$ cat src/cde_pkg.sv
`timescale 1ns / 1ps

package cde_pkg;

    // store geometry
    localparam int DEPTH   = 8;
    localparam int AW      = $clog2(DEPTH);
    localparam int CW      = $clog2(DEPTH + 1);
    localparam int DATA_W  = 32;
    localparam int CMD_W   = 2;
    localparam int STAT_W  = 2;

    // request command codes
    typedef enum logic [CMD_W-1:0] {
        CMD_PUSH_FRONT = 2'd0,
        CMD_PUSH_REAR  = 2'd1,
        CMD_POP_FRONT  = 2'd2,
        CMD_POP_REAR   = 2'd3
    } cmd_code_t;

    // result status codes
    typedef enum logic [STAT_W-1:0] {
        ST_DONE  = 2'd0,
        ST_FULL  = 2'd1,
        ST_EMPTY = 2'd2
    } status_code_t;

    // controller states
    typedef enum logic [1:0] {
        S_IDLE,
        S_EXEC,
        S_LOAD
    } state_t;

    // controller to datapath commands
    typedef struct packed {
        logic capture;
        logic execute;
        logic publish;
    } ctrl_cmd_t;

endpackage

$ cat src/cde_req_if.sv
`timescale 1ns / 1ps

interface cde_req_if
    import cde_pkg::*;
();
    logic                     valid;
    logic                     ready;
    logic [CMD_W-1:0]         command;
    logic signed [DATA_W-1:0] push_value;

    modport source (output valid, output command, output push_value, input ready);
    modport sink   (input valid, input command, input push_value, output ready);
endinterface

$ cat src/cde_rsp_if.sv
`timescale 1ns / 1ps

interface cde_rsp_if
    import cde_pkg::*;
();
    logic                     valid;
    logic                     ready;
    logic signed [DATA_W-1:0] popped_value;
    logic [STAT_W-1:0]        status;
    logic [CW-1:0]            occupancy;

    modport source (output valid, output popped_value, output status, output occupancy,
                    input ready);
    modport sink   (input valid, input popped_value, input status, input occupancy,
                    output ready);
endinterface

$ cat src/cde_ctrl.sv
`timescale 1ns / 1ps

module cde_ctrl
    import cde_pkg::*;
(
    input  logic      clk,
    input  logic      rst_n,
    input  logic      req_valid,
    output logic      req_ready,
    output logic      rsp_valid,
    input  logic      rsp_ready,
    output ctrl_cmd_t ctl
);

    state_t state_reg;
    state_t state_next;
    logic   rsp_valid_reg;
    logic   rsp_valid_next;
    logic   accept;
    logic   out_free;

    // handshake terms
    assign accept    = req_valid && req_ready;
    assign out_free  = !rsp_valid_reg || rsp_ready;
    assign rsp_valid = rsp_valid_reg;

    // next state
    always_comb
    begin
        state_next = state_reg;
        case (state_reg)
            S_IDLE:
            begin
                if (accept)
                begin
                    state_next = S_EXEC;
                end
            end
            S_EXEC:
            begin
                state_next = S_LOAD;
            end
            S_LOAD:
            begin
                if (out_free)
                begin
                    state_next = S_IDLE;
                end
            end
            default:
            begin
                state_next = S_IDLE;
            end
        endcase
    end

    // outputs
    always_comb
    begin
        req_ready   = 1'b0;
        ctl.capture = 1'b0;
        ctl.execute = 1'b0;
        ctl.publish = 1'b0;
        case (state_reg)
            S_IDLE:
            begin
                req_ready   = 1'b1;
                ctl.capture = req_valid;
            end
            S_EXEC:
            begin
                ctl.execute = 1'b1;
            end
            S_LOAD:
            begin
                ctl.publish = out_free;
            end
            default:
            begin
                req_ready = 1'b0;
            end
        endcase
    end

    // result valid flag
    always_comb
    begin
        rsp_valid_next = rsp_valid_reg;
        if (ctl.publish)
        begin
            rsp_valid_next = 1'b1;
        end
        else if (rsp_valid_reg && rsp_ready)
        begin
            rsp_valid_next = 1'b0;
        end
    end

    always_ff @(posedge clk or negedge rst_n)
    begin
        if (!rst_n)
        begin
            state_reg     <= S_IDLE;
            rsp_valid_reg <= 1'b0;
        end
        else
        begin
            state_reg     <= state_next;
            rsp_valid_reg <= rsp_valid_next;
        end
    end

    // a result is never loaded over one still waiting
    a_no_overwrite: assert property (@(posedge clk) disable iff (!rst_n)
        ctl.publish |-> (!rsp_valid_reg || rsp_ready))
        else $error("result overwritten while waiting");

    // every accepted request reaches execution next cycle
    a_exec_follows: assert property (@(posedge clk) disable iff (!rst_n)
        accept |=> ctl.execute)
        else $error("accepted request not executed");

    // execution is always followed by the load state
    a_load_follows: assert property (@(posedge clk) disable iff (!rst_n)
        ctl.execute |=> (state_reg == S_LOAD))
        else $error("execute not followed by load");

endmodule

$ cat src/cde_dpath.sv
`timescale 1ns / 1ps

module cde_dpath
    import cde_pkg::*;
(
    input  logic                     clk,
    input  logic                     rst_n,
    input  ctrl_cmd_t                ctl,
    input  logic [CMD_W-1:0]         command,
    input  logic signed [DATA_W-1:0] push_value,
    output logic signed [DATA_W-1:0] popped_value,
    output logic [STAT_W-1:0]        status,
    output logic [CW-1:0]            occupancy
);

    localparam logic [AW-1:0] LAST_IDX = AW'(DEPTH - 1);
    localparam logic [CW-1:0] FULL_CNT = CW'(DEPTH);

    // captured request
    cmd_code_t          cmd_reg;
    logic [DATA_W-1:0]  val_reg;

    // deque pointers and fill count
    logic [AW-1:0]      head_reg;
    logic [AW-1:0]      head_next;
    logic [AW-1:0]      tail_reg;
    logic [AW-1:0]      tail_next;
    logic [CW-1:0]      count_reg;
    logic [CW-1:0]      count_next;

    // execution results held for the load cycle
    status_code_t       stat_reg;
    status_code_t       stat_next;
    logic               pop_ok_reg;
    logic               pop_ok_next;
    logic [DATA_W-1:0]  rdata_reg;

    // output registers
    logic [DATA_W-1:0]  popped_reg;
    logic [STAT_W-1:0]  status_reg;
    logic [CW-1:0]      occ_reg;

    // storage
    logic [DATA_W-1:0]  mem [DEPTH];

    logic               is_push;
    logic               full;
    logic               empty;
    logic [AW-1:0]      head_dec;
    logic [AW-1:0]      head_inc;
    logic [AW-1:0]      tail_dec;
    logic [AW-1:0]      tail_inc;
    logic               wr_en;
    logic [AW-1:0]      waddr;
    logic [AW-1:0]      raddr;

    // wrapping pointer steps
    assign head_dec = (head_reg == '0) ? LAST_IDX : head_reg - AW'(1);
    assign head_inc = (head_reg == LAST_IDX) ? '0 : head_reg + AW'(1);
    assign tail_dec = (tail_reg == '0) ? LAST_IDX : tail_reg - AW'(1);
    assign tail_inc = (tail_reg == LAST_IDX) ? '0 : tail_reg + AW'(1);

    assign is_push = (cmd_reg == CMD_PUSH_FRONT) || (cmd_reg == CMD_PUSH_REAR);
    assign full    = (count_reg == FULL_CNT);
    assign empty   = (count_reg == '0);

    // command decode and pointer update
    always_comb
    begin
        head_next   = head_reg;
        tail_next   = tail_reg;
        count_next  = count_reg;
        stat_next   = ST_DONE;
        pop_ok_next = 1'b0;
        wr_en       = 1'b0;
        waddr       = tail_inc;
        raddr       = tail_reg;
        case (cmd_reg)
            CMD_PUSH_FRONT:
            begin
                waddr = head_dec;
                if (full)
                begin
                    stat_next = ST_FULL;
                end
                else
                begin
                    wr_en      = ctl.execute;
                    head_next  = head_dec;
                    count_next = count_reg + CW'(1);
                end
            end
            CMD_PUSH_REAR:
            begin
                waddr = tail_inc;
                if (full)
                begin
                    stat_next = ST_FULL;
                end
                else
                begin
                    wr_en      = ctl.execute;
                    tail_next  = tail_inc;
                    count_next = count_reg + CW'(1);
                end
            end
            CMD_POP_FRONT:
            begin
                raddr = head_reg;
                if (empty)
                begin
                    stat_next = ST_EMPTY;
                end
                else
                begin
                    pop_ok_next = 1'b1;
                    head_next   = head_inc;
                    count_next  = count_reg - CW'(1);
                end
            end
            CMD_POP_REAR:
            begin
                raddr = tail_reg;
                if (empty)
                begin
                    stat_next = ST_EMPTY;
                end
                else
                begin
                    pop_ok_next = 1'b1;
                    tail_next   = tail_dec;
                    count_next  = count_reg - CW'(1);
                end
            end
            default:
            begin
                stat_next = ST_DONE;
            end
        endcase
    end

    // storage write and registered read
    always_ff @(posedge clk)
    begin
        if (wr_en)
        begin
            mem[waddr] <= val_reg;
        end
        if (ctl.execute)
        begin
            rdata_reg <= mem[raddr];
        end
    end

    // request capture and held results
    always_ff @(posedge clk)
    begin
        if (ctl.capture)
        begin
            cmd_reg <= cmd_code_t'(command);
            val_reg <= push_value;
        end
        if (ctl.execute)
        begin
            stat_reg   <= stat_next;
            pop_ok_reg <= pop_ok_next;
        end
        if (ctl.publish)
        begin
            popped_reg <= pop_ok_reg ? rdata_reg : '0;
            status_reg <= stat_reg;
            occ_reg    <= count_reg;
        end
    end

    // pointer state
    always_ff @(posedge clk or negedge rst_n)
    begin
        if (!rst_n)
        begin
            head_reg  <= '0;
            tail_reg  <= LAST_IDX;
            count_reg <= '0;
        end
        else if (ctl.execute)
        begin
            head_reg  <= head_next;
            tail_reg  <= tail_next;
            count_reg <= count_next;
        end
    end

    assign popped_value = popped_reg;
    assign status       = status_reg;
    assign occupancy    = occ_reg;

    // fill count never passes the store size
    a_count_range: assert property (@(posedge clk) disable iff (!rst_n)
        count_reg <= FULL_CNT)
        else $error("fill count out of range");

    // pointers and count move only while executing
    a_idle_stable: assert property (@(posedge clk) disable iff (!rst_n)
        !ctl.execute |=> ($stable(head_reg) && $stable(tail_reg) && $stable(count_reg)))
        else $error("pointer state changed outside execution");

    // a rejected command leaves the deque untouched
    a_reject_stable: assert property (@(posedge clk) disable iff (!rst_n)
        (ctl.execute && stat_next != ST_DONE) |=>
            ($stable(head_reg) && $stable(tail_reg) && $stable(count_reg)))
        else $error("rejected command changed state");

    // no write to storage on a pop
    a_pop_no_write: assert property (@(posedge clk) disable iff (!rst_n)
        (ctl.execute && !is_push) |-> !wr_en)
        else $error("storage written on pop");

endmodule

$ cat src/circular_deque_engine.sv
`timescale 1ns / 1ps

// Double-ended queue of eight 32-bit words kept in a circular store. Each
// request carries one command (push front, push rear, pop front, pop rear)
// and gives exactly one result with the popped word (zero unless a pop
// succeeded), a status (done, rejected full, rejected empty) and the
// occupancy after the command. A request is taken in the idle state,
// executed in the execute state (pointer update plus one store write or one
// registered store read) and loaded into the result register in the load
// state, which waits until the previous result has been taken. A new
// request is accepted as soon as the previous result sits in the result
// register, even while it waits there to be taken. No clearing pass
// follows reset.

module circular_deque_engine
    import cde_pkg::*;
(
    input logic       clk,
    input logic       rst_n,
    cde_req_if.sink   req,
    cde_rsp_if.source rsp
);

    ctrl_cmd_t ctl;

    // sequencing
    cde_ctrl u_ctrl (
        .clk       (clk),
        .rst_n     (rst_n),
        .req_valid (req.valid),
        .req_ready (req.ready),
        .rsp_valid (rsp.valid),
        .rsp_ready (rsp.ready),
        .ctl       (ctl)
    );

    // pointers, store and result registers
    cde_dpath u_dpath (
        .clk          (clk),
        .rst_n        (rst_n),
        .ctl          (ctl),
        .command      (req.command),
        .push_value   (req.push_value),
        .popped_value (rsp.popped_value),
        .status       (rsp.status),
        .occupancy    (rsp.occupancy)
    );

endmodule

$ cat src/flat_wrapper.sv
// flat-port wrapper written by rule: the top's interface ports become plain ports
module circular_deque_engine_flat import cde_pkg::*;
  (clk, rst_n, req_valid, req_command, req_push_value, req_ready, rsp_valid, rsp_popped_value, rsp_status, rsp_occupancy, rsp_ready);
  cde_req_if req_i ();
  cde_rsp_if rsp_i ();
  input logic clk;
  input logic rst_n;
  input wire logic [$bits(req_i.valid)-1:0] req_valid;
  input wire logic [$bits(req_i.command)-1:0] req_command;
  input wire logic [$bits(req_i.push_value)-1:0] req_push_value;
  output wire logic [$bits(req_i.ready)-1:0] req_ready;
  output wire logic [$bits(rsp_i.valid)-1:0] rsp_valid;
  output wire logic [$bits(rsp_i.popped_value)-1:0] rsp_popped_value;
  output wire logic [$bits(rsp_i.status)-1:0] rsp_status;
  output wire logic [$bits(rsp_i.occupancy)-1:0] rsp_occupancy;
  input wire logic [$bits(rsp_i.ready)-1:0] rsp_ready;
  assign req_i.valid = req_valid;
  assign req_i.command = req_command;
  assign req_i.push_value = req_push_value;
  assign req_ready = req_i.ready;
  assign rsp_valid = rsp_i.valid;
  assign rsp_popped_value = rsp_i.popped_value;
  assign rsp_status = rsp_i.status;
  assign rsp_occupancy = rsp_i.occupancy;
  assign rsp_i.ready = rsp_ready;
  circular_deque_engine u_core (.clk(clk), .rst_n(rst_n), .req(req_i), .rsp(rsp_i));
endmodule
$ cat config.mk
export PLATFORM = sky130hd
export DESIGN_NAME = circular_deque_engine_flat
export DESIGN_NICKNAME = d
export VERILOG_FILES = /design/src/cde_pkg.sv /design/src/cde_req_if.sv /design/src/cde_rsp_if.sv /design/src/cde_ctrl.sv /design/src/cde_dpath.sv /design/src/circular_deque_engine.sv /design/src/flat_wrapper.sv
export SDC_FILE = /design/constraint.sdc
export NUM_CORES = 1
export LEC_CHECK = 0
export ABC_AREA = 1
export BUFFER_PORTS_ARGS = -buffer_cell sky130_fd_sc_hd__buf_4
export CAP_MARGIN = 5
export CORE_MARGIN = 2
export CORE_UTILIZATION = 45
export DETAILED_ROUTE_END_ITERATION = 6
export GPL_ROUTABILITY_DRIVEN = 0
export PLACE_DENSITY = 0.59
export RECOVER_POWER = 100
export REMOVE_ABC_BUFFERS = 1
export SYNTH_ARGS = -nofsm -noshare
export SYNTH_HDL_FRONTEND = slang
export SYNTH_SLANG_ARGS = --single-unit
$ cat constraint.sdc
create_clock -name clk -period 6.7 [get_ports clk]
set_input_delay 1.34 -clock clk [delete_from_list [all_inputs] [get_ports clk]]
set_output_delay 1.34 -clock clk [all_outputs]
set_load 0.05 [all_outputs]
-- Yosys cells after proc, flatten, opt, wreduce, memory -nomap -nowiden
Memory sizes are Yosys's and may differ from the RTL's. A register that Yosys moved wholly into a read port is not among the register bits.
Index checks and enable logic that the tools add are counted.
- add/sub/neg operators: 6
- $mul: 0
- divide/modulo/power cells: 0
- $lt $le $gt $ge: 0
- eq/ne operators: 16
- shifts and indexed selects: 0
- muxes and demuxes: 32
- bitwise logic cells: 0
- reduce and logical (&&, ||, !) cells: 18
- operator list (cell ; number):
    $mux W3 ; 10
    $ne A2 B2 Y1 const B ; 8
    $mux W1 ; 12
    $pmux W3 S2 ; 2
    $mux W4 ; 2
    $pmux W4 S2 ; 1
    $reduce_and A4 Y1 ; 2
    $add A3 B1 Y3 const B ; 2
    $eq A2 B2 Y1 const B ; 3
    $eq A3 B3 Y1 const B ; 2
    $logic_not A3 Y1 ; 2
    $mux W2 ; 3
    $pmux W2 S3 ; 1
    $reduce_bool A2 Y1 ; 3
    $sub A3 B1 Y3 const B ; 2
    $add A4 B1 Y4 const B ; 1
    $eq A2 B1 Y1 const B ; 2
    $eq A4 B4 Y1 const B ; 1
    $logic_not A2 Y1 ; 2
    $logic_not A4 Y1 ; 1
    $pmux W2 S2 ; 1
    $reduce_or A2 Y1 ; 2
    $sub A4 B1 Y4 const B ; 1
    $reduce_and A3 Y1 ; 1
    4 further kinds ; 5
- bits in registers: 88
- latch bits: 0
- RAM bits: 256
- memory bits (read-only): 0
- input bits: 38
- output and inout port bits: 40
- logic and storage cells: 85
- memories kept: 1
- memories (memory ; depth ; bits a word ; read ports ; clocked after memory_dff ; write ports ; line ; RTL):
    u_core.u_dpath.mem ; 8 ; 32 ; 1 ; 1 ; 1 ; cde_dpath.sv:44 ; logic [DATA_W-1:0] mem [DEPTH];

-- Depth between registers and ports, before layout
- word-level depth: 6
- depth in mapped cells: 11
- depth with buffers taken out: 9

-- Modules after synthesis
Synthesis repeated with hierarchy kept, for this count alone.
- cells, all modules: 1458
- area total of the unflattened synthesis: 16030.4 sq um
- modules (own cells, without submodules) (module ; times used ; cells an instance ; area each (sq um) ; sequential area each (sq um)):
    cde_dpath ; 1 ; 1438 ; 15872.7 ; 11154.4
    cde_ctrl ; 1 ; 20 ; 157.7 ; 75.1

-- Worst setup path before layout
Ideal clock, no wire load.
- kind: input to register
- from: in req_valid
- to: reg u_core.u_dpath.cmd_reg[0] (enable)
- library setup time: 0.475 ns
- data arrival time: 3.851 ns
- data required time: 6.225 ns
- slack: 2.374 ns
- stages on the path: 1
- buffers on the path: 0
- cell sequence: nor3b_1
- cells in the longest elaborated chain, start to end: 1
- ends and longest elaborated chain (what ; line ; RTL):
    from (decl) ; flat_wrapper.sv:8 ; input wire logic [$bits(req_i.valid)-1:0] req_valid;
    $mux W1 ; cde_ctrl.sv:64 ; case (state_reg)
    to (signal assigned) ; cde_dpath.sv:160 ; cmd_reg <= cmd_code_t'(command);
    to (decl) ; cde_dpath.sv:20 ; cmd_code_t cmd_reg;
No other way between the ends.
A chain may end at the register's enable or synchronous reset.

-- Final worst setup path
- from: reg u_core.u_dpath.cmd_reg[1]
- to: reg u_core.u_dpath.rdata_reg[23] (read register of u_core.u_dpath.mem), data pin
- cells in the longest elaborated chain, start to end: 2
- ends and longest elaborated chain (what ; line ; RTL):
    $eq A2 B2 Y1 ; cde_dpath.sv:78 ; case (cmd_reg)
    $mux W3 ; cde_dpath.sv:78 ;
    to (decl) ; cde_dpath.sv:36 ; logic [DATA_W-1:0] rdata_reg;
No other way between the ends.

==> metrics.md <==
| Metric | Value |
|---|---|
| DRT iter0 DRCs | `~730` |
| Sequential Power Share | `between 40 and 50%` |
| CP endpoint kind | `flip-flop` |
| Reg clk slew, reported paths | `~0.06 ns` |
| CTS tree | `done` |
| Post-DP Area | `17000 um^2` |
| Initial antenna violation count | `0` |
| Comb pwr share | `between 20% and 30%` |
| Largest net degree at the start of global routing | `96` |
| Filler instances | `~3100` |
| Multi-input logic area | `roughly 3300 um^2` |
| Synth warnings | `0` |
| # rows | `slightly below 70` |
| WHS Path Cells | `0` |
| Vias in the first global route | `just under 10000` |
| Internal Pwr Total | `a little under 5 mW` |
| Switching pwr | `around 2.5 mW` |
| HPWL Detailed | `between 15 and 20 mm` |
| Number of remaining DRC errors | `0` |
| WS Path Type | `reg2reg` |
| WHS Endpoint | `u_core.u_dpath.status[0]$_DFFE_PP_` |
| CORE AREA | `about 35000 um^2` |
| P per Cell Area | `401 nW/um^2` |
| Critical Path RT | `roughly 7 ns` |
| Hold Buf Count CTS | `0` |
| Setup TNS | `0 ns` |
| Type of the worst min-delay path | `reg2reg` |
| Nets | `roughly 1600` |
| Initial core utilization | `45.3%` |
| Post-synth EDFFs | `around 360` |
| Final core occ | `around half` |
| Largest family of logic cells by synthesized area | `simple AND/OR/NAND/NOR gates` |
| Die span in x | `a little under 200 um` |
| Reg2reg path depth | `8` |
| Routed WL | `roughly 34 mm` |
| Status | `complete, but fails checks` |
| CP arrival | `between 4 and 5 ns` |
| Synth cell count leaders | `edfxtp_1, nand2_1, inv_1` |
| CTS Buf Count | `40` |
| Via count | `approximately 10000` |
| Max-slew headroom | `-95.4%` |
| Clock Tree Buf Depth | `3` |
| Min Tclk post-route | `4.71 ns` |
| Post-CTS setup buffer count | `0` |
| Synth area leaders | `edfxtp_1, nand3_1, nand2_1` |
| Final period util | `70.2%` |
| Die ar. | `37100 um^2` |
| Distinct cells, synth | `28` |
| Post-Synth Adder-Cell Area | `less than 1%` |
| Post-synthesis compound-gate area fraction | `less than 1%` |
| Synthesized cell area | `between 15000 and 20000 um^2` |
| Number of max-cap violations | `5` |
| Sequential share of the synthesized area | `between 70% and 80%` |
| I/O pins | `between 70 and 80` |
| Failing checks | `capacitance limit, slew limit` |
| Clock skew | `between 0.01 and 0.015 ns` |
| VDD IR-drop max | `about 0.23 mV` |
| Final Max Slew Viols | `~240` |
| Router iterations before antenna repair | `5` |
| Clock network fraction of design power | `30.3%` |
| PostCTS Resize Cnt | `0` |
| GRT Resource Usage Total | `about a fifth` |
| Worst hold start | `u_core.u_dpath.stat_reg[0]$_SDFFCE_PN0N_` |
| Hold Fails Final Rpt | `0` |
| Die span in y | `between 150 and 200 um` |
| Most used DFF post-synth | `edfxtp_1` |
| Syn Area/Cell | `11.0 um^2` |
| Detail Route Antenna Nets | `0` |
| FF-to-FF End | `u_core.u_dpath.rdata_reg[23]$_DFFE_PN_` |
| FF+latch area | `roughly 11000 um^2` |
| Grt ovf | `0` |
| Port Buffers | `just under 80` |
| ANT cells | `0` |
| Fmax | `212 MHz` |
| Worst-path fanout max | `95` |
| Startpoint types | `flip-flop` |
| Clk_lat worst skew | `around 0.52 ns` |
| Clock Tree Root | `clkbuf_16` |
| Multiplexer share of the synthesized area | `0%` |
| Vias per Instance | `between 4 and 5` |
| Tot Pwr | `7.28 mW` |
| Switching Fraction | `33.7%` |
| Post-synth ARST share | `about 3.5%` |
| Fraction of layout cells with a size suffix above 1 | `under 10%` |
| R2R Setup Slk | `approximately 2 ns` |
| Cells after Synth | `between 1000 and 1500` |
| Layout area overhead | `13.4%` |
| First-pass GRT wire length | `roughly 54 mm` |
| XOR/XNOR share of the synthesized area | `0.274%` |
| RSZ-0062 raised after global routing | `no` |
| WHS | `around 0.42 ns` |
| Share of the synthesized area in the top cell type | `about two thirds` |
| Biggest register | `u_core.u_dpath.mem` |
| Cell with the most instances after synthesis | `edfxtp_1` |
| Final Cell Area | `~18000 um^2` |
| LEAKAGE | `~7.9 nW` |
| CTS sink count | `approximately 380` |
| Synth Area in Simple Gates | `~18%` |
| Post-synthesis cell type with the largest combined area | `edfxtp_1` |
| H-tree Lvls | `2` |
| Reg-to-Reg Start | `u_core.u_dpath.cmd_reg[1]$_DFFE_PP_` |
| Max FFs per register | `~260` |
| Final setup viols | `0` |
| Mean routed wirelength per cell | `between 15 and 20 um` |
| Yosys reg bits | `approximately 380` |
| Worst-Margin Slew | `2.93 ns` |
-- worst max path at each step --
| stage | end | slack (ns) | startpoint |
|---|---|---|---|
| detailed placement | u_core.u_dpath.rdata_reg[28]$_DFFE_PN_ | 3.35 | u_core.u_dpath.cmd_reg[1]$_DFFE_PP_ |
| CTS | u_core.u_dpath.rdata_reg[28]$_DFFE_PN_ | 3.31 | u_core.u_dpath.cmd_reg[1]$_DFFE_PP_ |
| global placement | u_core.u_dpath.rdata_reg[28]$_DFFE_PN_ | 3.43 | u_core.u_dpath.cmd_reg[1]$_DFFE_PP_ |
| global route | u_core.u_dpath.mem[2][9]$_DFFE_PP_ | 1.59 | u_core.u_ctrl.state_reg[1]$_DFFE_PN0P_ |
| floorplan | u_core.u_dpath.rdata_reg[0]$_DFFE_PN_ | 1.07 | u_core.u_dpath.cmd_reg[1]$_DFFE_PP_ |
| finish | u_core.u_dpath.rdata_reg[23]$_DFFE_PN_ | 1.99 | u_core.u_dpath.cmd_reg[1]$_DFFE_PP_ |
-- stage by stage --
step           setup WS, ns  std cells
6_report               1.99       2021
4_1_cts                3.31       2021
3_5_place_dp           3.35       1949
3_3_place_gp           3.43       1949
2_1_floorplan          1.07       1391
5_1_grt                1.59       2021
-- placed cells by master, fill, tap and decap left out, types with 2 or more instances in the layout --
master / netlist / final
edfxtp_1: 363 / 363
nand2_1: 342 / 341
inv_1: 313 / 311
nand3_1: 292 / 292
clkbuf_1: 15 / 54
clkbuf_16: 0 / 41
clkbuf_4: 0 / 34
buf_4: 6 / 15
nor2_1: 20 / 11
o21ai_0: 11 / 11
clkinv_2: 0 / 11
ha_1: 10 / 10
dfrtp_1: 10 / 10
nor2_4: 0 / 9
clkinv_1: 0 / 5
bufinv_16: 0 / 5
nand2_2: 3 / 4
nand4_1: 4 / 4
a21oi_1: 3 / 3
xor2_1: 3 / 3
dfstp_2: 3 / 3
inv_2: 1 / 2
o21ai_4: 1 / 2
nor3b_1: 2 / 2
xnor2_1: 2 / 2
clkinv_4: 0 / 2
-- critical path, cell delays in order, from the launching register on --
cell      delay, ns
edfxtp_1       0.70
nand2_2        0.33
nand2_1        1.03
clkbuf_2       1.68
nand3_1        0.27
nand3_1        0.22
nand2_1        0.07
nand2_1        0.06
nand2_1        0.07
-- logic make-up after synthesis --
group | count (synthesis)
AND/OR/NAND/NOR | 665
buffers and inverters | 382
flip-flops | 376
AO/OA/AOI/OAI | 20
adder cells (fa/ha/maj) | 11
XOR/XNOR | 5
-- metal layers --
layer / global-route usage [%] / share of wire [%] / vias up
li1: - / - / 4872
met1: 25.9 / 44 / 4782
met2: 33.4 / 49 / 290
met3: 2.71 / 5.7 / 53
met4: 5.37 / 2.0 / 0
met5: 0 / 0 / -
-- power by group through the flow --
stage / clock [mW] / combinational (mW) / sequential (mW)
after floorplan: 0 / 1.20 / 3.31
after global placement: 0 / 1.95 / 3.18
after detailed placement: 0 / 1.98 / 3.19
after CTS: 2.24 / 1.99 / 3.14
after global routing: 2.34 / 2.18 / 3.18
final: 2.21 / 1.93 / 3.15
-- area by class of cell --
class	instances	area share, %
clock buffers	49	5.88
multi-input cells	701	18.2
clock inverters	23	1.35
repair buffers	97	3.03
inverters	314	6.50
flip-flops and latches	376	61.9
well taps	461	3.18
Note: power is estimated with default switching activity, not from simulation.
